<file path="src/rtl/spq_pkg.sv">
package spq_pkg;

    localparam int SPQ_DEPTH = 16;
    localparam int DATA_W    = 32;
    localparam int PRIO_W    = 16;
    localparam int FILL_W    = 5;

    typedef enum logic
    {
        REQ_INSERT = 1'b0,
        REQ_DELETE = 1'b1
    } req_kind_t;

    typedef enum logic [1:0]
    {
        ST_DONE  = 2'd0,
        ST_EMPTY = 2'd1,
        ST_FULL  = 2'd2
    } status_t;

    typedef struct packed
    {
        req_kind_t                 req_type;
        logic signed [DATA_W-1:0]  in_data;
        logic        [PRIO_W-1:0]  in_priority;
    } req_t;

    typedef struct packed
    {
        logic signed [DATA_W-1:0]  out_data;
        logic        [PRIO_W-1:0]  out_priority;
        status_t                   status;
        logic        [FILL_W-1:0]  fill_level;
    } rsp_t;

    // Broadcast to every cell: the operation that applies this cycle.
    typedef struct packed
    {
        logic                      ins;
        logic                      del;
        logic signed [DATA_W-1:0]  data;
        logic        [PRIO_W-1:0]  prio;
    } spq_cmd_t;

    // What a cell shows its neighbours.
    typedef struct packed
    {
        logic                      occupied;
        logic                      go;       // occupied and priority above the new one
        logic signed [DATA_W-1:0]  data;
        logic        [PRIO_W-1:0]  prio;
    } spq_link_t;

    // Left of cell 0: looks held and never moves, so cell 0 may take a new item.
    localparam spq_link_t LINK_HEAD = '{occupied: 1'b1, go: 1'b0, data: '0, prio: '0};
    // Right of the last cell: empty.
    localparam spq_link_t LINK_TAIL = '{occupied: 1'b0, go: 1'b0, data: '0, prio: '0};

endpackage

</file>
<file path="src/rtl/spq_cell.sv">
module spq_cell
    import spq_pkg::*;
(
    input  logic      clk,
    input  logic      rst_n,
    input  spq_cmd_t  cmd,
    input  spq_link_t left,
    input  spq_link_t right,
    output spq_link_t self
);

    logic                     occupied_reg, occupied_next;
    logic signed [DATA_W-1:0] data_reg, data_next;
    logic        [PRIO_W-1:0] prio_reg, prio_next;
    logic                     go;

    assign go = occupied_reg && (prio_reg > cmd.prio);

    always_comb
    begin
        occupied_next = occupied_reg;
        data_next     = data_reg;
        prio_next     = prio_reg;
        if (cmd.ins)
        begin
            if (left.go)
            begin
                // shift right to open the slot
                occupied_next = left.occupied;
                data_next     = left.data;
                prio_next     = left.prio;
            end
            else if (go || (!occupied_reg && left.occupied))
            begin
                occupied_next = 1'b1;
                data_next     = cmd.data;
                prio_next     = cmd.prio;
            end
        end
        else if (cmd.del)
        begin
            occupied_next = right.occupied;
            data_next     = right.data;
            prio_next     = right.prio;
        end
    end

    always_ff @(posedge clk or negedge rst_n)
    begin
        if (!rst_n)
        begin
            occupied_reg <= 1'b0;
        end
        else
        begin
            occupied_reg <= occupied_next;
        end
    end

    always_ff @(posedge clk)
    begin
        data_reg <= data_next;
        prio_reg <= prio_next;
    end

    assign self = '{occupied: occupied_reg, go: go, data: data_reg, prio: prio_reg};

endmodule

</file>
<file path="src/rtl/sorted_priority_queue_core.sv">
// Channel  Valid      Stall      Payload  Moves
// -------  ---------  ---------  -------  ------------------------------------
// request  req_valid  req_stall  req      insert or delete request in
// result   rsp_valid  rsp_stall  rsp      one result per request out
//
// One request per cycle while req_stall is low: every cell compares against
// the new priority and shifts in the same cycle.
// A result appears in the cycle after its request is taken, from an output register.
// req_stall is high only while that register holds a result still stalled.
// Reset empties the queue at once (occupancy flags only); no clearing pass.
module sorted_priority_queue_core
    import spq_pkg::*;
#(
    parameter int DEPTH = SPQ_DEPTH
)
(
    input  logic clk,
    input  logic rst_n,
    input  logic req_valid,
    output logic req_stall,
    input  req_t req,
    output logic rsp_valid,
    input  logic rsp_stall,
    output rsp_t rsp
);

    localparam int CNT_W = $clog2(DEPTH + 1);

    spq_link_t        lnk [DEPTH];
    logic [DEPTH-1:0] occ;
    spq_cmd_t         cmd;

    logic             accept;
    logic             full;
    logic             empty;
    logic             do_ins;
    logic             do_del;

    logic [CNT_W-1:0]        cnt_reg, cnt_next;
    logic [CNT_W+FILL_W-1:0] cnt_ext;
    logic                    rsp_valid_reg, rsp_valid_next;
    rsp_t                    rsp_reg, rsp_next;

    // ---------------------------------------------------------------
    // Handshake: take a request whenever the output register is free
    // or is being emptied in this cycle.
    // ---------------------------------------------------------------
    assign req_stall = rsp_valid_reg && rsp_stall;
    assign accept    = req_valid && !req_stall;

    assign full   = occ[DEPTH-1];
    assign empty  = !occ[0];
    assign do_ins = accept && (req.req_type == REQ_INSERT) && !full;
    assign do_del = accept && (req.req_type == REQ_DELETE) && !empty;

    assign cmd = '{ins: do_ins, del: do_del, data: req.in_data, prio: req.in_priority};

    // ---------------------------------------------------------------
    // Chain of cells, sorted by ascending priority from cell 0.
    // ---------------------------------------------------------------
    for (genvar i = 0; i < DEPTH; i++)
    begin : g_cell
        spq_link_t left_l;
        spq_link_t right_l;

        if (i == 0)
        begin : g_head
            assign left_l = LINK_HEAD;
        end
        else
        begin : g_mid_l
            assign left_l = lnk[i-1];
        end

        if (i == DEPTH - 1)
        begin : g_tail
            assign right_l = LINK_TAIL;
        end
        else
        begin : g_mid_r
            assign right_l = lnk[i+1];
        end

        spq_cell u_cell
        (
            .clk   (clk),
            .rst_n (rst_n),
            .cmd   (cmd),
            .left  (left_l),
            .right (right_l),
            .self  (lnk[i])
        );

        assign occ[i] = lnk[i].occupied;
    end

    // ---------------------------------------------------------------
    // Fill count and result register.
    // ---------------------------------------------------------------
    always_comb
    begin
        cnt_next = cnt_reg;
        if (do_ins)
        begin
            cnt_next = cnt_reg + 1'b1;
        end
        else if (do_del)
        begin
            cnt_next = cnt_reg - 1'b1;
        end
    end

    // fill_level carries the low bits of the count
    assign cnt_ext = {{FILL_W{1'b0}}, cnt_next};

    always_comb
    begin
        rsp_next              = '0;
        rsp_next.status       = ST_DONE;
        rsp_next.fill_level   = cnt_ext[FILL_W-1:0];
        if (req.req_type == REQ_DELETE)
        begin
            if (empty)
            begin
                rsp_next.status = ST_EMPTY;
            end
            else
            begin
                rsp_next.out_data     = lnk[0].data;
                rsp_next.out_priority = lnk[0].prio;
            end
        end
        else if (full)
        begin
            rsp_next.status = ST_FULL;
        end
    end

    assign rsp_valid_next = accept || (rsp_valid_reg && rsp_stall);

    always_ff @(posedge clk or negedge rst_n)
    begin
        if (!rst_n)
        begin
            cnt_reg       <= '0;
            rsp_valid_reg <= 1'b0;
        end
        else
        begin
            cnt_reg       <= cnt_next;
            rsp_valid_reg <= rsp_valid_next;
        end
    end

    always_ff @(posedge clk)
    begin
        if (accept)
        begin
            rsp_reg <= rsp_next;
        end
    end

    assign rsp_valid = rsp_valid_reg;
    assign rsp       = rsp_reg;

    // ---------------------------------------------------------------
    // Checks
    // ---------------------------------------------------------------
    // occupancy flags and the count agree
    a_count_matches: assert property (@(posedge clk) disable iff (!rst_n)
        $countones(occ) == cnt_reg)
        else $error("cell occupancy differs from count");

    // the head pair stays in order
    a_head_sorted: assert property (@(posedge clk) disable iff (!rst_n)
        occ[1] |-> (lnk[0].prio <= lnk[1].prio))
        else $error("head cells out of order");

    // a refused insert reports full
    a_full_refused: assert property (@(posedge clk) disable iff (!rst_n)
        (accept && req.req_type == REQ_INSERT && full) |=> (rsp.status == ST_FULL))
        else $error("insert on full queue not flagged");

    // a delete on a held queue removes exactly one entry
    a_delete_count: assert property (@(posedge clk) disable iff (!rst_n)
        do_del |=> (cnt_reg == $past(cnt_reg) - 1'b1))
        else $error("delete did not drop the count by one");

endmodule

</file>
<file path="config.mk">
export PLATFORM = sky130hd
export DESIGN_NAME = sorted_priority_queue_core
export DESIGN_NICKNAME = d
export VERILOG_FILES = /design/src/rtl/spq_pkg.sv /design/src/rtl/spq_cell.sv /design/src/rtl/sorted_priority_queue_core.sv
export SDC_FILE = /design/constraint.sdc
export NUM_CORES = 2
export LEC_CHECK = 0
export BUFFER_PORTS_ARGS = -buffer_cell sky130_fd_sc_hd__buf_2
export CAP_MARGIN = 25
export CORE_ASPECT_RATIO = 0.7
export CORE_MARGIN = 2
export CORE_UTILIZATION = 41
export CTS_BUF_LIST = sky130_fd_sc_hd__clkbuf_8
export DETAILED_ROUTE_END_ITERATION = 6
export HOLD_SLACK_MARGIN = 0.05
export PLACE_DENSITY = 0.59
export SLEW_MARGIN = 40
export SYNTH_ARGS = -nofsm -noshare
export SYNTH_HDL_FRONTEND = slang
export SYNTH_SLANG_ARGS = --single-unit
</file>
<file path="constraint.sdc">
create_clock -name clk -period 10.51 [get_ports clk]
set_input_delay 0 -clock clk [delete_from_list [all_inputs] [get_ports clk]]
set_output_delay 0 -clock clk [all_outputs]
set_load 0.05 [all_outputs]
</file>
==> flow_metrics.tcl <==
set metrics [dict create \
    status "complete, no violations" \
    critPathRequiredTime_ns 10.99 \
    power_frac_seq_pct 44.7 \
    chipHeight_um 285 \
    whs_ns 0.128 \
    ctsHtreeMaxLevel 4 \
    max_cap_violations 0 \
    mappedNetlistArea_um2 46300 \
    fin_nets 4711 \
    antenna_found_initial 14 \
    fin_crit_ns 4.82 \
    synth_nets 4714 \
    cts_buffers 146 \
    synth_compound_area_share_pct 16.7 \
    synth-main-ff-cell "edfxtp_1" \
    place_hpwl_mm 99.1 \
    routabilityCongestion 0.918 \
    comb_power_share_pct 30.4 \
    dieArea_um2 116000 \
    initial_core_util_pct 41.2 \
    p_int_uw 6900 \
    yosysWarnings 0 \
    vias_per_cell 6.30 \
    rsz0062_at_grt "false" \
    grt_pass1_wl_mm 240 \
    synth-xor-area-share_pct 0.0757 \
    setup_tns_ns 0 \
    routed_wl_mm 163 \
    avgRoutedWirePerCell_um 26.9 \
    cts.sinks 845 \
    synth_top_family_by_area "compound AO/OA/AOI/OAI gates" \
    finalPower_uw 11300 \
    first_global_vias 35200 \
    synth_commonest_cells "edfxtp_1 (823), nand2_1 (804), o211ai_1 (577)" \
    clkPwrFrac_pct 25.0 \
    grt_use_total_pct 27.8 \
    cts_tree "done" \
    p_per_area_nw_per_um2 221 \
    cp_slowest_cell "a21oi_4" \
    swShare_pct 39.1 \
    path_class "primary input to register" \
    core_area_um2 112000 \
    synth_edf_count 823 \
    fp-row-count 103 \
    root_buffer "clkbuf_8" \
    synth_area_per_cell_um2 10.5 \
    ys_top_cells_by_area "edfxtp_1 (53%), o211ai_1 (9.4%), ha_1 (6.5%)" \
    area_delta_synth_final_pct 11.0 \
    grt_max_degree 195 \
    critPathBufInv 5 \
    path_cells "dlygate4sd3_1 -> buf_2 -> clkinv_1 -> ha_1 -> and4_1 -> nand3_1 -> a211o_1 -> a31oi_4 -> buf_4 -> nor2_1 -> a21oi_4 -> buf_4" \
    clock_latency_ns 0.88 \
    hold_class "primary input to register" \
    crit_family "buffers and inverters" \
    post_dp_cell_area_um2 48100 \
    cpPeakStageDelay_ns 0.72 \
    hold_violations 0 \
    setup_violations 0 \
    ant_nets 0 \
    slew_headroom_pct 37.9 \
    drc 0 \
    leakage_uw 0.0187 \
    yosysMostFrequentCell "edfxtp_1" \
    drive_above_1_share_pct 9.28 \
    ys_types 67 \
    cts_buffer_depth 3 \
    grt_overflow 0 \
    yosysTopAreaCellShare_pct 53.4 \
    port_buffers 109 \
    drt_iter0_markers 5342 \
    largest_reg_flops 512 \
    tightest_slew_ns 0.932 \
    period_share_pct 45.9 \
    design_area_um2 51400 \
    ir_drop_mv 0.135 \
    via_count 38200 \
    maxSlewViolCount 0 \
    end_kind "register" \
    synth-async-reset-ratio_pct 2.60 \
    ys_seq_elements 845 \
    seq_area_frac_synth_pct 54.6 \
    critPathLaunchType "primary input" \
    muxShareOfSynthArea_pct 2.08 \
    critPathArrivalTime_ns 5.29 \
    clock_skew_ns 0.0564 \
    yosysTopAreaCell "edfxtp_1" \
    cpMostUsedCell "buf_4" \
    switching_power_uw 4440 \
    crit_fanout 60 \
    ios 110 \
    clk_pin_slew_ns 0.06 \
    fillers 10700 \
    die_x_um 405 \
    max_freq_mhz 207 \
    synth_adder_area_share_pct 6.55 \
    postSynthCellCount 4419 \
    firstDrtPassIters 6 \
    synthSimpleGateAreaFrac_pct 15.7 \
]
-- power groups by stage --
stage               clock (uW)  sequential, uW  combinational, uW
floorplan                    0            5020               2130
global placement             0            5100               3250
detailed placement           0            5100               3330
CTS                       2870            5040               3350
global route              3020            5120               3700
finish                    2830            5060               3440
-- kinds of logic after synthesis --
kind of cell,count (synthesis)
AND/OR/NAND/NOR,1638
AO/OA/AOI/OAI,1127
flip-flops,845
buffers and inverters,467
adder cells (fa/ha/maj),242
multiplexers,96
XOR/XNOR,4
-- worst reg2reg max path: stages, from the launching register on --
cell and delay (ns):
edfxtp_1 0.61, ha_1 0.41, nand4_1 0.25, or3_1 0.42
a21oi_1 0.29, or3_2 0.19, buf_4 0.40, a21boi_0 0.29
o21ai_4 0.70, buf_4 0.71
-- placed cells by master, fill, tap and decap left out, drive strengths merged, types with 4 or more instances in the layout --
cell type    netlist  routed
mux2i             96      96
nor2             130     130
or3                4       4
clkinv             0      58
nand2b            11      11
o31ai              5       5
and3              54      54
dlygate4sd3        0      56
inv               63     124
nand3            552     552
a31oi             63      63
o221ai            14      14
or4                5       5
a21oi            150     150
o21ai            193     193
ha               242     242
a21o              20      20
edfxtp           823     823
diode              0       4
nor2b             16      16
nand4             36      36
o211ai           577     577
a211oi             5       5
buf              110     197
dfrtp             22      22
o22ai              4       4
nor3               9       9
a22oi             12      12
nand2            804     804
clkbuf           294     147
a41oi             52      52
a221oi             8       8
xnor2              4       4
and4               8       8
-- final cells by class --
type                            instances  area (um2)  share of cell area (%)
Multi-Input combinational cell       3107       19400                    37.7
Tap cell                             1522        1900                    3.71
Antenna cell                            4        10.0                  0.0195
Inverter                               63         236                   0.460
Clock inverter                        122         589                    1.15
Sequential cell                       845       25300                    49.2
Clock buffer                          147        2020                    3.94
Timing Repair Buffer                  253        1960                    3.81
-- metrics by stage --
step	util (%)	cells	setup WS [ns]
floorplan	-	4419	4.69
detailed placement	42.8	5729	5.74
global route	45.7	6062	5.59
CTS	45.6	6055	5.94
global placement	42.6	5721	5.80
finish	45.7	6063	5.69
-- path summary, 6_finish.rpt --
| path | slack (ns) | cells past startpoint | to | from |
|---|---|---|---|---|
| worst min register to register | 0.47 | 1 | cnt_reg[4] | cnt_reg[4] |
| worst min-delay path | 0.13 | 4 | g_cell[1].u_cell.prio_reg[5] | req[5] |
| worst max-delay path | 5.69 | 12 | g_cell[4].u_cell.data_reg[1] | req[12] |
| max in group asynchronous | 10.16 | 4 | g_cell[0].u_cell.occupied_reg | rst_n |
| worst max register to register | 5.82 | 9 | g_cell[0].u_cell.data_reg[1] | g_cell[0].u_cell.prio_reg[9] |
| min in group asynchronous | 0.18 | 4 | g_cell[2].u_cell.occupied_reg | rst_n |
-- routing by layer --
layer	vias to the layer above	GRT usage [%]	wire [um]	share of wire, %
li1	16900	-	-	-
met1	18800	44.4	75900	47
met2	2246	36.4	64200	39
met3	209	7.00	19600	12
met4	4	7.31	3170	1.9
met5	-	0	161	0.099
-- repair_timing --
action	4_1_cts	5_1_grt
hold endpoints to repair	788	0
gates resized for setup	0	0
buffers inserted	0	0
hold buffers	57	0
Note: power is estimated with default switching activity, not from simulation.
